==> src/rtl/qapm_pkg.sv <==
// ----------------------------------------------------------------------------
// qapm_pkg: quadrotor attitude PD mixer package
// Shared widths, register indexes, axis codes, reset values and beat types.
// ----------------------------------------------------------------------------
package qapm_pkg;

  localparam int SAMPLE_W   = 24;
  localparam int GAIN_W     = 10;
  localparam int DEADBAND_W = 20;
  localparam int HOVER_W    = 39;
  localparam int THRUST_W   = 40;
  localparam int MOTOR_W    = 40;

  // error is one bit wider than a sample; correction holds gain * error sums
  localparam int ERR_W      = SAMPLE_W + 1;
  localparam int CORR_W     = SAMPLE_W + GAIN_W + 2;
  localparam int FORCE_W    = THRUST_W + 1;
  localparam int MIX_W      = FORCE_W + 2;

  localparam int CFG_IDX_W  = 3;
  localparam int CFG_DATA_W = HOVER_W;

  localparam logic [1:0] AXIS_ROLL  = 2'd0;
  localparam logic [1:0] AXIS_PITCH = 2'd1;
  localparam logic [1:0] AXIS_YAW   = 2'd2;

  localparam logic [CFG_IDX_W-1:0] REG_ROLL_KP  = 3'd0;
  localparam logic [CFG_IDX_W-1:0] REG_ROLL_KD  = 3'd1;
  localparam logic [CFG_IDX_W-1:0] REG_PITCH_KP = 3'd2;
  localparam logic [CFG_IDX_W-1:0] REG_PITCH_KD = 3'd3;
  localparam logic [CFG_IDX_W-1:0] REG_YAW_KP   = 3'd4;
  localparam logic [CFG_IDX_W-1:0] REG_YAW_KD   = 3'd5;
  localparam logic [CFG_IDX_W-1:0] REG_DEADBAND = 3'd6;
  localparam logic [CFG_IDX_W-1:0] REG_HOVER    = 3'd7;

  localparam logic [GAIN_W-1:0]     RST_ROLL_KP  = 10'd135;
  localparam logic [GAIN_W-1:0]     RST_ROLL_KD  = 10'd105;
  localparam logic [GAIN_W-1:0]     RST_PITCH_KP = 10'd135;
  localparam logic [GAIN_W-1:0]     RST_PITCH_KD = 10'd105;
  localparam logic [GAIN_W-1:0]     RST_YAW_KP   = 10'd60;
  localparam logic [GAIN_W-1:0]     RST_YAW_KD   = 10'd95;
  localparam logic [DEADBAND_W-1:0] RST_DEADBAND = 20'd11;
  localparam logic [HOVER_W-1:0]    RST_HOVER    = 39'd0;

  typedef struct packed {
    logic [1:0]                 axis;
    logic signed [SAMPLE_W-1:0] desired_angle;
    logic signed [SAMPLE_W-1:0] measured_angle;
    logic signed [SAMPLE_W-1:0] desired_rate;
    logic signed [SAMPLE_W-1:0] measured_rate;
    logic signed [THRUST_W-1:0] thrust_delta;
  } in_t;

  typedef struct packed {
    logic signed [MOTOR_W-1:0] motor_0_speed;
    logic signed [MOTOR_W-1:0] motor_1_speed;
    logic signed [MOTOR_W-1:0] motor_2_speed;
    logic signed [MOTOR_W-1:0] motor_3_speed;
  } out_t;

endpackage

==> src/rtl/quadrotor_attitude_pd_mixer.sv <==
// ----------------------------------------------------------------------------
// quadrotor_attitude_pd_mixer: per-axis PD attitude control with plus mixer
// One axis sample per beat; roll and pitch store a correction, yaw emits the
// four motor speed commands.
// ----------------------------------------------------------------------------
// Usage:
//  - in_valid/in_ready carry one axis sample (in_data). Roll and pitch beats
//    only update the stored correction; a yaw beat yields one out_data beat
//    with the four saturated motor speeds. Axis code 3 is dropped.
//  - cfg_wr_en/cfg_index/cfg_data write the gain, deadband and hover
//    registers; write them only while the block is idle.
//  - A sample is held in the input register while the error, deadband,
//    two gain multiplies, mixing and saturation run combinationally; the
//    motor speeds of a yaw sample are then loaded into the output register.
//  - Throughput: one beat per cycle while no yaw sample waits on a held
//    out_data beat, set by the single pass between input and output registers.
//  - Stall: a held out_data beat only blocks a waiting yaw sample and the
//    input behind it; roll and pitch samples in the input register still flow.
//  - Reset (rst_n low, synchronous) empties both registers, zeroes the roll
//    and pitch corrections and loads the default register values.
// ----------------------------------------------------------------------------
module quadrotor_attitude_pd_mixer (
  input  logic                                  clk,
  input  logic                                  rst_n,
  input  logic                                  in_valid,
  output logic                                  in_ready,
  input  qapm_pkg::in_t                         in_data,
  output logic                                  out_valid,
  input  logic                                  out_ready,
  output qapm_pkg::out_t                        out_data,
  input  logic                                  cfg_wr_en,
  input  logic [qapm_pkg::CFG_IDX_W-1:0]        cfg_index,
  input  logic [qapm_pkg::CFG_DATA_W-1:0]       cfg_data
);

  localparam int ERR_W    = qapm_pkg::ERR_W;
  localparam int CORR_W   = qapm_pkg::CORR_W;
  localparam int FORCE_W  = qapm_pkg::FORCE_W;
  localparam int MIX_W    = qapm_pkg::MIX_W;
  localparam int MOTOR_W  = qapm_pkg::MOTOR_W;
  localparam int GAIN_W   = qapm_pkg::GAIN_W;

  // configuration registers
  logic [GAIN_W-1:0]               roll_kp_r, roll_kd_r;
  logic [GAIN_W-1:0]               pitch_kp_r, pitch_kd_r;
  logic [GAIN_W-1:0]               yaw_kp_r, yaw_kd_r;
  logic [qapm_pkg::DEADBAND_W-1:0] deadband_r;
  logic [qapm_pkg::HOVER_W-1:0]    hover_r;

  // state
  logic signed [CORR_W-1:0]        roll_corr_r, pitch_corr_r;

  // input stage and output register
  logic                            s1_valid_r;
  qapm_pkg::in_t                   s1_data_r;
  logic                            out_valid_r;
  qapm_pkg::out_t                  out_data_r;
  qapm_pkg::out_t                  out_data_nxt;

  logic                            s1_is_yaw;
  logic                            out_free;
  logic                            s1_fire;
  logic                            out_load;

  logic [GAIN_W-1:0]               kp_sel, kd_sel;
  logic signed [ERR_W-1:0]         ang_err, rate_err;
  logic signed [ERR_W-1:0]         ang_band, rate_band;
  logic signed [CORR_W-1:0]        ang_prod, rate_prod, corr;
  logic signed [FORCE_W-1:0]       force_val;
  logic signed [MIX_W-1:0]         mix0, mix1, mix2, mix3;

  function automatic logic signed [ERR_W-1:0] apply_band(
    input logic signed [ERR_W-1:0]         e,
    input logic [qapm_pkg::DEADBAND_W-1:0] db
  );
    logic [ERR_W-1:0] mag;
    mag = e[ERR_W-1] ? ERR_W'(-e) : ERR_W'(e);
    return (mag < ERR_W'(db)) ? '0 : e;
  endfunction

  function automatic logic signed [MOTOR_W-1:0] sat_motor(
    input logic signed [MIX_W-1:0] v
  );
    logic [MIX_W-MOTOR_W:0] top;
    top = v[MIX_W-1:MOTOR_W-1];
    if (top == '0 || top == '1) begin
      return v[MOTOR_W-1:0];
    end else if (v[MIX_W-1]) begin
      return {1'b1, {(MOTOR_W-1){1'b0}}};
    end else begin
      return {1'b0, {(MOTOR_W-1){1'b1}}};
    end
  endfunction

  // handshake: only a yaw beat needs room in the output register
  assign s1_is_yaw = (s1_data_r.axis == qapm_pkg::AXIS_YAW);
  assign out_free  = !out_valid_r || out_ready;
  assign s1_fire   = s1_valid_r && (!s1_is_yaw || out_free);
  assign out_load  = s1_fire && s1_is_yaw;
  assign in_ready  = !s1_valid_r || s1_fire;

  assign out_valid = out_valid_r;
  assign out_data  = out_data_r;

  always_comb begin
    case (s1_data_r.axis)
      qapm_pkg::AXIS_ROLL: begin
        kp_sel = roll_kp_r;
        kd_sel = roll_kd_r;
      end
      qapm_pkg::AXIS_PITCH: begin
        kp_sel = pitch_kp_r;
        kd_sel = pitch_kd_r;
      end
      default: begin
        kp_sel = yaw_kp_r;
        kd_sel = yaw_kd_r;
      end
    endcase
  end

  assign ang_err   = ERR_W'(s1_data_r.desired_angle) - ERR_W'(s1_data_r.measured_angle);
  assign rate_err  = ERR_W'(s1_data_r.desired_rate) - ERR_W'(s1_data_r.measured_rate);
  assign ang_band  = apply_band(ang_err, deadband_r);
  assign rate_band = apply_band(rate_err, deadband_r);

  assign ang_prod  = CORR_W'(ang_band) * CORR_W'($signed({1'b0, kp_sel}));
  assign rate_prod = CORR_W'(rate_band) * CORR_W'($signed({1'b0, kd_sel}));
  assign corr      = ang_prod + rate_prod;

  assign force_val = FORCE_W'($signed({2'b00, hover_r})) + FORCE_W'(s1_data_r.thrust_delta);

  assign mix0 = MIX_W'(force_val) - MIX_W'(pitch_corr_r) + MIX_W'(corr);
  assign mix1 = MIX_W'(force_val) - MIX_W'(roll_corr_r)  - MIX_W'(corr);
  assign mix2 = MIX_W'(force_val) + MIX_W'(pitch_corr_r) + MIX_W'(corr);
  assign mix3 = MIX_W'(force_val) + MIX_W'(roll_corr_r)  - MIX_W'(corr);

  always_comb begin
    out_data_nxt.motor_0_speed = sat_motor(mix0);
    out_data_nxt.motor_1_speed = sat_motor(mix1);
    out_data_nxt.motor_2_speed = sat_motor(mix2);
    out_data_nxt.motor_3_speed = sat_motor(mix3);
  end

  // control, configuration and correction state
  always_ff @(posedge clk) begin
    if (!rst_n) begin
      s1_valid_r   <= 1'b0;
      out_valid_r  <= 1'b0;
      roll_corr_r  <= '0;
      pitch_corr_r <= '0;
      roll_kp_r    <= qapm_pkg::RST_ROLL_KP;
      roll_kd_r    <= qapm_pkg::RST_ROLL_KD;
      pitch_kp_r   <= qapm_pkg::RST_PITCH_KP;
      pitch_kd_r   <= qapm_pkg::RST_PITCH_KD;
      yaw_kp_r     <= qapm_pkg::RST_YAW_KP;
      yaw_kd_r     <= qapm_pkg::RST_YAW_KD;
      deadband_r   <= qapm_pkg::RST_DEADBAND;
      hover_r      <= qapm_pkg::RST_HOVER;
    end else begin
      if (in_ready) begin
        s1_valid_r <= in_valid;
      end

      if (out_load) begin
        out_valid_r <= 1'b1;
      end else if (out_ready) begin
        out_valid_r <= 1'b0;
      end

      if (s1_fire && s1_data_r.axis == qapm_pkg::AXIS_ROLL) begin
        roll_corr_r <= corr;
      end
      if (s1_fire && s1_data_r.axis == qapm_pkg::AXIS_PITCH) begin
        pitch_corr_r <= corr;
      end

      if (cfg_wr_en) begin
        case (cfg_index)
          qapm_pkg::REG_ROLL_KP:  roll_kp_r  <= cfg_data[GAIN_W-1:0];
          qapm_pkg::REG_ROLL_KD:  roll_kd_r  <= cfg_data[GAIN_W-1:0];
          qapm_pkg::REG_PITCH_KP: pitch_kp_r <= cfg_data[GAIN_W-1:0];
          qapm_pkg::REG_PITCH_KD: pitch_kd_r <= cfg_data[GAIN_W-1:0];
          qapm_pkg::REG_YAW_KP:   yaw_kp_r   <= cfg_data[GAIN_W-1:0];
          qapm_pkg::REG_YAW_KD:   yaw_kd_r   <= cfg_data[GAIN_W-1:0];
          qapm_pkg::REG_DEADBAND: deadband_r <= cfg_data[qapm_pkg::DEADBAND_W-1:0];
          qapm_pkg::REG_HOVER:    hover_r    <= cfg_data[qapm_pkg::HOVER_W-1:0];
          default: ;
        endcase
      end
    end
  end

  // payload registers
  always_ff @(posedge clk) begin
    if (in_valid && in_ready) begin
      s1_data_r <= in_data;
    end
    if (out_load) begin
      out_data_r <= out_data_nxt;
    end
  end

endmodule
==> config.mk <==
export PLATFORM = sky130hd
export DESIGN_NAME = quadrotor_attitude_pd_mixer
export DESIGN_NICKNAME = d
export VERILOG_FILES = /design/src/rtl/qapm_pkg.sv /design/src/rtl/quadrotor_attitude_pd_mixer.sv
export SDC_FILE = /design/constraint.sdc
export NUM_CORES = 2
export LEC_CHECK = 0
export ABC_AREA = 0
export BUFFER_PORTS_ARGS = -buffer_cell sky130_fd_sc_hd__buf_2
export CAP_MARGIN = 20
export CORE_MARGIN = 3
export CORE_UTILIZATION = 43
export DETAILED_ROUTE_END_ITERATION = 6
export HOLD_SLACK_MARGIN = 0.05
export PLACE_DENSITY = 0.67
export SLEW_MARGIN = 30
export SYNTH_ARGS = -nofsm -noshare
export SYNTH_HDL_FRONTEND = slang
export SYNTH_SLANG_ARGS = --single-unit
==> constraint.sdc <==
create_clock -name clk -period 19.1 [get_ports clk]
set_input_delay 0 -clock clk [delete_from_list [all_inputs] [get_ports clk]]
set_output_delay 0 -clock clk [all_outputs]
set_load 0.1 [all_outputs]
Word-level counts from Yosys, hierarchy flattened
Index checks and enable logic that the tools add are counted.
{"block": "classes", "reduce_logical": 30, "n_shift": 0, "n_mul": 2, "bitwise_logic": 0, "add_sub_neg": 14, "muxes": 16, "n_eq_ne": 13, "n_div": 0, "order_cmp": 2}
{"op": "$mux W40", "count": 8}
{"op": "$mux W25", "count": 4}
{"op": "$add A42 B36 Y43", "count": 2}
{"op": "$sub A42 B36 Y43", "count": 2}
{"op": "$add A41 B36 Y42", "count": 2}
{"op": "$sub A41 B36 Y42", "count": 2}
{"op": "$mul A25 B11 Y36", "count": 2}
{"op": "$lt A25 B20 Y1", "count": 2}
{"op": "$neg A25 Y25", "count": 2}
{"op": "$sub A24 B24 Y25", "count": 2}
{"op": "$add A40 B40 Y41", "count": 1}
{"op": "$pmux W10 S2", "count": 2}
{"op": "$add A36 B36 Y36", "count": 1}
{"op": "$eq A4 B4 Y1 const B", "count": 4}
{"op": "$logic_not A4 Y1", "count": 4}
{"op": "$reduce_and A2 Y1", "count": 8}
{"op": "$eq A3 B3 Y1 const B", "count": 4}
{"op": "$logic_or A1 B1 Y1", "count": 7}
{"op": "$eq A3 B2 Y1 const B", "count": 2}
{"op": "$logic_and A1 B1 Y1", "count": 5}
{"op": "$eq A3 B1 Y1 const B", "count": 1}
{"op": "$logic_not A1 Y1", "count": 3}
{"op": "$logic_not A3 Y1", "count": 1}
{"op": "$eq A2 B1 Y1 const B", "count": 1}
{"op": "other kinds (4)", "count": 5}
{"block": "word_totals", "out_inout_bits": 162, "ramBits": 0, "n_memories": 0, "regBits": 491, "latchBits": 0, "input_bits": 185, "rom_bits": 0}

Logic depth before layout (Yosys ltp)
{"block": "logic_depth", "depth_word": 11, "ltp_mapped": 69, "depth_no_buf": 64}

Worst setup path before layout
No wires, ideal clock.
{"block": "synth_timing", "kind": "register to register", "startpoint": "register s1_data_r[73] (netlist name)", "endpoint": "register out_data_r, in the netlist out_data[31], data pin", "t_arrival_ns": 15.495, "period_less_slack_ns": 15.759, "path_stages_with_launch": 63, "required_time_ns": 18.837, "setup_ns": 0.263, "setup_slack_ns": 3.341, "path_cell_list": "edfxtp_1 ha_1 clkbuf_1 a21o_1 nand2_1 a2111oi_0 o211a_1 o21a_1 o2111ai_2 nand2_2 nand2_1 a21oi_1 clkbuf_1 nor2_1 xnor2_1 ha_1 o21a_1 o21ai_0 [27 not listed] o21a_1 nor2_1 xnor2_1 inv_1 fa_1 inv_1 ha_1 nor2b_1 o21ai_0 o311ai_0 a21o_1 a41o_1 nand4_1 o311ai_0 o31ai_1 clkbuf_1 clkbuf_2 o21ai_0"}
{"item": "start, declared", "line": "quadrotor_attitude_pd_mixer.sv:55", "rtl": "qapm_pkg::in_t s1_data_r;"}
{"item": "start signal, assigned", "line": "quadrotor_attitude_pd_mixer.sv:197", "rtl": "s1_data_r <= in_data;"}
{"item": "end signal, assigned", "line": "quadrotor_attitude_pd_mixer.sv:200", "rtl": "out_data_r <= out_data_nxt;"}
{"item": "end, declared", "line": "quadrotor_attitude_pd_mixer.sv:57", "rtl": "qapm_pkg::out_t out_data_r;"}

==> summary.md <==
| Metric | Value |
|---|---|
| Status | finished, final reports clean |
| Initial Util | 43.48% |
| Final setup fails | 0 |
| Synth warn | 0 |
| Endpoints failing hold | 0 |
| Tcrit/Tclk final | 92.16% |
| Post-synth EDFFs | 298 |
| Drt pass-1 iters | 6 |
| Grt peak-use layer | met2 |
| Met1 global-route usage | 32.22% |
| Core area | 128,200 sq um |
| Worst Path Arrival | 18.00 ns |
| Die area | 134,000 sq um |
| CP Data Required Time | 19.49 ns |
| Vias in the first global route | 47,060 |
| Top-Level Pins | 347 |
| CP most frequent cell | inv_1 |
| CP top delay family | compound AO/OA/AOI/OAI gates |
| Highest clock rate | 56.81 MHz |
| Initial antenna violation count | 6 |
| Post-Route Setup TNS | 0 ns |
| Min-delay worst type | input port to flop |
| Tmin final | 17.60 ns |
| GRT Util Overall | 25.19% |
| Grt total ovfl | 0 |
| Pin count of the biggest net entering global routing | 147 |
| Max-slew headroom | 24.62% |
| Post-synthesis async set-or-reset flop share | 0% |
| Max clock buf depth | 3 |
| FF-to-FF End | out_data[86] |
| RSZ-0062 raised after global routing | no |
| DRC errors left | 0 |
| Port Buffers | 346 |
| Worst R2R Setup Slack | 1.50 ns |
| Die Width | 366.0 microns |
| CP Launch Type | flop |
| CP Capture Type | flop |
| Yosys top cell by area | fa_1 |
| CP Capture Point | out_data[86] |
| Met3 GRT Util | 3.332% |
| Avg Inst Size Synth | 9.135 sq um |
| Post-cts sizing count | 0 |
| Max H-tree Level | 2 |
| CTS sink count | 491 |
| Final GP Congestion | 0.9538 |
| Register bit total from synthesis | 491 |
| DR WL/cell | 20.47 microns |
| Cells after Synth | 6,101 |
| Post-synth cell types | 93 |
| Antenna-violating nets left | 0 |
| Share of post-route cells with drive strength above 1 | 9.305% |
| Crit path max-delay cell type | o221a_4 |
| Dpl hpwl | 135,300 microns |
| CTS tree | built |
| Post-CTS Setup Repair Bufs | 0 |
| Worst skew pair latency | 0.70 ns |
| Num CTS Buffers | 59 |
| Initial DRC count | 3,800 |
| Area growth, synth to finish | 15.74% |
| Delay of the slowest cell on the worst path | 0.85 ns |
| Num rows | 131 |
| First-pass GRT wire length | 267,400 microns |
| Synth Net Count | 7,375 |
| Max Cap Viol | 0 |
| Die Ht | 366.0 microns |
| Reg2reg path depth | 62 |
| CP max FO | 89 |
| Met2 global-route usage | 42.60% |
| Top_reg_cell synth | edfxtp_1 |
| R2r startpoint | s1_data_r[112] |
| Crit path buffers/inverters | 11 |
| Sequential element share of the synthesized area | 22.99% |
| Crit path launch | s1_data_r[112] |
| Vias | 46,310 |
| CP Class | flop to flop |
| Clock Pin Slew Worst Setup and Hold Paths | 0.06 ns |
| Synthesized area | 55,730 sq um |
| Layout Nets | 7,898 |
| Fin. max-slew vios | 0 |
| WHS Path Cells | 2 |
| Dominant cells by area after synthesis | fa_1, edfxtp_1, ha_1 |
| Post-CTS Hold Buffers | 318 |
| Synth top area share | 22.81% |
| Stages on worst setup path | 62 |
| Clock skew | 0.04287 ns |
| Final wirelength | 172,100 microns |
| Root buf cell | clkbuf_16 |
| Via density | 5.507 |
| Slew @ Worst Pin | 1.123 ns |
[per-layer routing]
layer / routed length, microns / vias to the layer above
met3: 11530 / 421
met1: 70540 / 22520
li1: - / 21670
met4: 8694 / 0
met2: 81330 / 1692
met5: 0 / -
[worst min-delay path by stage]
stage | from | endpoint | slack [ns]
2_1_floorplan | in_data[0] | s1_data_r[0] | 0.1
3_5_place_dp | in_data[104] | s1_data_r[104] | 0.18
3_3_place_gp | in_data[72] | s1_data_r[72] | 0.18
6_report | in_data[90] | s1_data_r[90] | 0.08
5_1_grt | in_data[90] | s1_data_r[90] | 0.07
4_1_cts | in_data[97] | s1_data_r[97] | 0.05
[cells in the mapped netlist (27+ instances only)]
library cell    n
inv_1         983
fa_1          635
nand2_1       538
ha_1          454
o21ai_0       349
edfxtp_1      298
a21oi_1       259
nor2_1        205
clkbuf_1      202
dfxtp_1       193
nand3_1       180
xnor2_1       177
a21o_1        150
a21boi_0      149
or3_1         132
xor2_1        131
nand4_1       127
nor3_1        122
nor4_1         89
o21a_1         48
nand2b_1       47
o21bai_1       45
and3_1         43
a31oi_1        37
nor2b_1        36
a211oi_1       34
o211ai_1       32
buf_2          31
and2_1         27
[cell usage in the layout, fill, tap and decap left out, types with 34 or more instances in the layout]
| master | count |
|---|---|
| a21o_1 | 150 |
| buf_4 | 76 |
| nand4_1 | 127 |
| dlygate4sd3_1 | 318 |
| a21oi_1 | 252 |
| dfxtp_1 | 193 |
| or3_1 | 132 |
| inv_1 | 983 |
| nand3_1 | 179 |
| o21ai_0 | 339 |
| nor4_1 | 89 |
| nor2_1 | 203 |
| fa_1 | 635 |
| xnor2_1 | 173 |
| xor2_1 | 130 |
| buf_2 | 345 |
| nand2b_1 | 47 |
| nand2_1 | 538 |
| a21boi_0 | 149 |
| and3_1 | 42 |
| a31oi_1 | 34 |
| o21bai_1 | 45 |
| nor2b_1 | 34 |
| edfxtp_1 | 298 |
| nor3_1 | 120 |
| clkbuf_16 | 60 |
| ha_1 | 454 |
| o21a_1 | 48 |
[flip-flops by register name (all words and copies together) (netlist names)]
name,flops
hover_r,39
out_data,160
s1_data_r,138
s1_valid_r,1
roll_corr_r,36
deadband_r,20
yaw_kd_r,10
yaw_kp_r,10
out_valid,1
roll_kp_r,10
pitch_kp_r,10
pitch_corr_r,36
roll_kd_r,10
pitch_kd_r,10
[logic make-up (layout without fill, tap and decap cells)]
logic type | Yosys count | in the layout | synth area share (%)
other | 0 | 6 | 0
AO/OA/AOI/OAI | 1273 | 1273 | 14.80
adder cells (fa/ha/maj) | 1089 | 1089 | 33.00
XOR/XNOR | 309 | 309 | 4.869
buffers and inverters | 1267 | 1840 | 8.962
multiplexers | 24 | 24 | 0.4355
flip-flops | 491 | 491 | 22.99
AND/OR/NAND/NOR | 1648 | 1648 | 14.94
[stage by stage]
stage,cells,hold slack [ns],worst slack [ns],area (sq um),utilization (%)
2_1_floorplan,6101,0.09887,3.341,55730,-
3_3_place_gp,7972,0.1780,1.473,59160,46.15
3_5_place_dp,7973,0.1781,1.178,59240,46.22
4_1_cts,8402,0.05068,1.156,64420,50.26
5_1_grt,8407,0.07255,0.2575,64500,50.32
6_report,8409,0.07542,1.497,64500,50.32
[final cells by class]
type | instances | area (sq um)
repair buffers | 745 | 5592
inverters | 984 | 3694
flip-flops and latches | 491 | 12810
multi-input cells | 4343 | 38230
fillers | 11960 | 63670
clock inverters | 32 | 386.6
diodes | 6 | 15.01
clock buffers | 79 | 1609
well taps | 1729 | 2163
Power is left out: the tool's default activity adds up to more than one toggle a clock period on the data nets, which glitch-free logic cannot reach.
